==> config.mk <==
export PLATFORM = sky130hd
export DESIGN_NAME = dfcc_cell
export DESIGN_NICKNAME = d
export VERILOG_FILES = /design/src/hw/rtl/dfcc_pkg.sv /design/src/hw/rtl/dfcc_cell.sv
export SDC_FILE = /design/constraint.sdc
export NUM_CORES = 1
export LEC_CHECK = 0
export BUFFER_PORTS_ARGS = -buffer_cell sky130_fd_sc_hd__buf_2
export CAP_MARGIN = 15
export CORE_AREA = 2 2 79 81
export DETAILED_ROUTE_END_ITERATION = 8
export DIE_AREA = 0 0 81 83
export GPL_TIMING_DRIVEN = 0
export PLACE_DENSITY = 0.67
export RECOVER_POWER = 100
export SLEW_MARGIN = 20
export SYNTH_ARGS = -nofsm -noshare
export SYNTH_HDL_FRONTEND = slang
export SYNTH_SLANG_ARGS = --single-unit
==> constraint.sdc <==
create_clock -name clock -period 2.1 [get_ports clock]
set_clock_uncertainty 0.1 [all_clocks]
set_input_delay 0.105 -clock clock [delete_from_list [all_inputs] [get_ports clock]]
set_output_delay 0.105 -clock clock [all_outputs]
set_load 0.01 [all_outputs]
==> src/hw/rtl/dfcc_pkg.sv <==
// Shared types, constants and the CRC step for the delimited frame CRC checker.
package dfcc_pkg;

   localparam int BODY_DEPTH_DEF    = 64;
   localparam int PATTERN_BYTES_DEF = 8;
   localparam int LEN_BITS          = 4;
   localparam int CSR_DATA_W        = 64;
   localparam int CSR_ADDR_W        = 5;

   localparam logic [15:0] CRC_INIT = 16'hFFFF;
   localparam logic [15:0] CRC_POLY = 16'hA001;

   typedef enum logic [1:0] {
      KIND_DATA     = 2'd0,
      KIND_EMPTY    = 2'd1,
      KIND_CRC_ERR  = 2'd2,
      KIND_OVERFLOW = 2'd3
   } kind_type;

   typedef enum logic [1:0] {
      REG_HEAD_PATTERN = 2'd0,
      REG_HEAD_LEN     = 2'd1,
      REG_TAIL_PATTERN = 2'd2,
      REG_TAIL_LEN     = 2'd3
   } reg_index_type;

   typedef struct packed {
      logic shift;
      logic clear;
   } cell_ctrl_type;

   typedef struct packed {
      logic [LEN_BITS-1:0] head_len;
      logic [LEN_BITS-1:0] tail_len;
   } cell_cfg_type;

   typedef struct packed {
      logic head;
      logic tail;
   } cell_hit_type;

   // CRC-16/MODBUS over one byte, LSB first
   function automatic logic [15:0] crc_byte(input logic [15:0] crc, input logic [7:0] b);
      logic [15:0] c;
      c = crc ^ {8'h00, b};
      for (int i = 0; i < 8; i++) begin
         if (c[0]) begin
            c = (c >> 1) ^ CRC_POLY;
         end else begin
            c = c >> 1;
         end
      end
      return c;
   endfunction

endpackage

==> src/hw/rtl/dfcc_cell.sv <==
// One window cell: holds one received byte and compares the incoming one against both patterns.
module dfcc_cell #(
   parameter int INDEX         = 0,
   parameter int PATTERN_BYTES = dfcc_pkg::PATTERN_BYTES_DEF
) (
   input  logic                         clock,
   input  logic                         reset,
   input  dfcc_pkg::cell_ctrl_type      ctrl,
   input  dfcc_pkg::cell_cfg_type       cfg,
   input  logic [PATTERN_BYTES*8-1:0]   head_pattern,
   input  logic [PATTERN_BYTES*8-1:0]   tail_pattern,
   input  logic [7:0]                   shift_byte,
   output logic [7:0]                   window_byte,
   output dfcc_pkg::cell_hit_type       hit
);
   import dfcc_pkg::*;

   logic [7:0]          win_ff, win_in;
   logic [LEN_BITS-1:0] head_pos, tail_pos;
   logic [7:0]          head_sel, tail_sel;
   logic                head_used, tail_used;

   // Cell k sits at age k of the window, so it faces pattern byte len-1-k
   always_comb begin
      head_pos  = cfg.head_len - LEN_BITS'(INDEX + 1);
      tail_pos  = cfg.tail_len - LEN_BITS'(INDEX + 1);
      head_used = cfg.head_len > LEN_BITS'(INDEX);
      tail_used = cfg.tail_len > LEN_BITS'(INDEX);
      head_sel  = 8'h00;
      tail_sel  = 8'h00;
      for (int j = 0; j < PATTERN_BYTES; j++) begin
         if (head_pos == LEN_BITS'(j)) begin
            head_sel = head_pattern[j*8 +: 8];
         end
         if (tail_pos == LEN_BITS'(j)) begin
            tail_sel = tail_pattern[j*8 +: 8];
         end
      end
      hit.head = !head_used || (shift_byte == head_sel);
      hit.tail = !tail_used || (shift_byte == tail_sel);
   end

   always_comb begin
      win_in = win_ff;
      if (ctrl.clear) begin
         win_in = 8'h00;
      end else if (ctrl.shift) begin
         win_in = shift_byte;
      end
   end

   always_ff @(posedge clock) begin
      if (reset) begin
         win_ff <= 8'h00;
      end else begin
         win_ff <= win_in;
      end
   end

   assign window_byte = win_ff;
endmodule

# After elaboration in Yosys (flattened, before gate mapping)

Index checks and enable logic that the tools add are counted.

Register bits: 8
Input port bits: 148
Word-level logic and storage cells: 44

Add/sub/neg operators: 2
Order comparisons: 2
Equal/unequal tests: 16
Muxes and demuxes: 16
Reductions and logical operators: 7

Operator list:

| kind                  | number |
|---|---|
| $mux W8               | 16 |
| $eq A4 B3 Y1 const B  | 8 |
| $eq A4 B2 Y1 const B  | 4 |
| $eq A8 B8 Y1          | 2 |
| $eq A4 B1 Y1 const B  | 2 |
| $gt A4 B1 Y1 const B  | 2 |
| $logic_not A4 Y1      | 2 |
| $sub A4 B1 Y4 const B | 2 |
| $logic_not A1 Y1      | 2 |
| $logic_or A1 B1 Y1    | 2 |
| $reduce_or A2 Y1      | 1 |

# Longest topological paths before layout

Depth after elaboration: 12
Mapped depth: 9
Gate-level depth less buffers: 6

# Least setup slack after synthesis

OpenSTA, ideal clock, no wires.

Path kind: input port to output port
Start point: input port cfg[6] (netlist name)
End point: output port hit[1] (netlist name)
Arrival: 1756 ps
Data required time: 1895 ps
Slack: 139 ps
Cell stages on the path: 8
Buffers on the path: 2
Cells stage by stage: buf_2 -> or2_1 -> clkbuf_1 -> a211o_1 -> a221oi_1 -> xor2_1 -> a2111oi_2 -> a31o_1

RTL lines:

| item               | line            | RTL |
|---|---|---|
| start: declaration | dfcc_cell.sv:9  | `input dfcc_pkg::cell_cfg_type cfg,` |
| end: declaration   | dfcc_cell.sv:14 | `output dfcc_pkg::cell_hit_type hit` |

==> flow_summary.yaml <==
logic_synthesis:
  syn_inst: 266
  avgSynthCellArea_um2: 7.54
  ys_types: 62
  synthArstFlopShare: 0
  syn_area_um2: 2010
  synth_edf_count: 0
  yosysSeqAreaShare: 0.0799
  synth.net_count: 414
  ys.warnings.count: 0
  ys_seq_elements: 8
  ys.flop_type: "dfxtp_1"
sta:
  rsz0062_at_grt: "yes"
  worst_slack_ns: -0.00762
  max_freq_mhz: 474
  worst_slew_pin_slew_ns: 0.575
  setup_viol: 1
  drv_slew: 0
  fin_crit_ns: 2.11
  hold_viol_final: 0
  finalSetupTns_ns: -0.00762
  timing.slew.headroom: 0.616
  fin_crit_sh: 1.00
worst_setup_path:
  crit_chain: "buf_2, buf_4, nor4bb_1, a211oi_1, a221oi_2, xor2_1, a2111oi_2, a31o_1, buf_2"
  crit_arrival_ns: 1.90
  crit_type: "in -> out"
  crit_buf_inv: 3
  worst_path_largest_cell_delay_ns: 0.34
  path_delay_family: "compound AO/OA/AOI/OAI gates"
  cpMostUsedCell: "buf_2"
  worstPathRequired_ns: 1.89
  slowest_stage: "a221oi_2"
  start_kind: "input pin"
  cp-end-kind: "primary output"
  crit_fanout: 10
layout:
  mostFrequentLayoutCells: "buf_2 (149), mux2i_1 (23), a21oi_1 (18)"
  nFillCells: 595
  seq_area_um2: 160
  final_common_cell: "buf_2"
  multiInputGateArea_um2: 1800
  synthToLayoutAreaGrowth_pct: 54.7
  design_area_um2: 3100
  diodes: 0
  fin_cells: 503
  nets: 578
  drive_above_1_share: 0.500
  largest_reg_flops: 8
floorplanning:
  rows: 28
  die_x_um: 81
  start_util: 0.345
  io-pin-count: 158
  floorplan.core_area_um2: 5820
  die_height_um: 83
  dieArea_um2: 6720
placement:
  port-buffer-count: 154
  routabilityCongestion: 0.861
  place_inst: 495
  postPlaceCellArea_um2: 2870
  dp_hpwl_um: 6460
clock_network:
  htree_levels: 1
  cts.sinks: 8
  cts_hold_buf: 0
  cts.clk_slew.worst_paths_ns: 0.04
  cts_buffer_depth: 2
  cts_tree: "built"
  root_buffer: "clkbuf_8"
  numCtsBuffers: 3
  clk_latency_ns: 0.22
power:
  peakVddDrop_mv: 0.323
  leakagePower_nw: 1.46
  power_density_nw_per_um2: 285
detailed_routing:
  ant_nets: 0
  wl_per_cell_um: 16.0
  finalWirelength_um: 8070
  drt-initial-drc-count: 158
  first_pass_iters: 4
  drc: 0
  viasPerCell: 5.44
  vias: 2736
status:
  outcome: "complete, but fails checks"
  violations: "negative setup slack"
global_route:
  grt_antenna_before_repair: 0
  grt_start_max_net_pins: 11
  grt_pass1_wl_um: 12600
  grt_overflow: 0
  grt_usage: 0.230
  grt_pass1_vias: 2651
hold_path:
  hp-class: "in -> reg"
run:
  drv_cap: 0
where the power goes:
| group | total [mW] | switching, mW | internal [mW] |
|---|---|---|---|
| Sequential | 0.160 | 0.00246 | 0.158 |
| Clock | 0.179 | 0.0549 | 0.124 |
| Combinational | 0.546 | 0.262 | 0.284 |
| Total | 0.885 | 0.319 | 0.566 |
synthesized netlist by cell type (all sizes together), types with 3 or more instances:
master / instances / area share
o22ai: 9 / 0.028
dfxtp: 8 / 0.080
clkbuf: 11 / 0.021
a221oi: 9 / 0.042
mux2i: 23 / 0.11
a31oi: 5 / 0.016
inv: 3 / 0.0056
and3b: 3 / 0.013
o221ai: 5 / 0.022
mux2: 7 / 0.039
nand2b: 16 / 0.050
a21oi: 18 / 0.045
nor4bb: 3 / 0.015
buf: 16 / 0.048
xor2: 4 / 0.017
o21ai: 6 / 0.015
nor4: 4 / 0.012
nor4b: 3 / 0.024
o21bai: 3 / 0.011
nor3: 5 / 0.012
nand3b: 4 / 0.015
nor2b: 6 / 0.022
or2: 5 / 0.016
a22o: 3 / 0.013
a211oi: 13 / 0.049
a22oi: 6 / 0.022
nand2: 12 / 0.022
a211o: 3 / 0.013
nor2: 16 / 0.030
a21o: 3 / 0.011
logic make-up (layout without fill, tap and decap cells):
| group | after synthesis | after routing | share of synthesized area |
|---|---|---|---|
| mux | 31 | 31 | 0.165 |
| xor+xnor | 6 | 6 | 0.0262 |
| flops | 8 | 8 | 0.0798 |
| simple gates | 90 | 90 | 0.284 |
| compound gates | 101 | 101 | 0.370 |
| buf+inv | 30 | 192 | 0.0749 |
worst reg2reg max path, cell delays in order (launching register included):
cell	delay [ns]
dfxtp_1	0.30
mux2i_1	0.14
nor2_1	0.06
through the flow:
stage	hold slack, ns	worst slack, ns	util	power, mW
2_1_floorplan	0.153	0.139	-	0.445
3_3_place_gp	0.337	-0.391	0.494	0.653
3_5_place_dp	0.351	-0.415	0.494	0.658
4_1_cts	0.115	-0.0164	0.526	0.876
5_1_grt	0.160	-0.116	0.534	0.944
6_report	0.119	-0.00762	0.534	0.885
final timing paths:
check	slack [ns]	cells past startpoint	to	start
setup / recovery	-0.008	9	hit[1]	cfg[7]
hold / removal	0.12	3	window_byte[0]$_SDFFE_PP0P_	shift_byte[0]
setup reg to reg	1.38	2	window_byte[2]$_SDFFE_PP0P_	window_byte[2]$_SDFFE_PP0P_
hold reg to reg	0.39	2	window_byte[6]$_SDFFE_PP0P_	window_byte[6]$_SDFFE_PP0P_
layout make-up:
class / instances / share of cell area
Tap cell: 75 / 0.0302
Multi-Input combinational cell: 228 / 0.579
Clock buffer: 3 / 0.0133
Timing Repair Buffer: 161 / 0.267
Buffer: 25 / 0.0552
Inverter: 3 / 0.00363
Sequential cell: 8 / 0.0516
routing by layer:
layer | vias up | wire (µm) | track usage
met1 | 1244 | 3500 | 0.315
li1 | 1381 | - | -
met5 | - | 0 | 0
met4 | 0 | 125 | 0.0493
met2 | 101 | 3980 | 0.384
met3 | 10 | 456 | 0.0228
timing repair:
action                     in CTS  in global routing
gates cloned                    1                  0
setup buffers                   3                  3
gates resized for setup        35                  7
pin swaps                      15                  5
setup endpoints to repair       2                  2
Note: power is estimated with default switching activity, not from simulation.
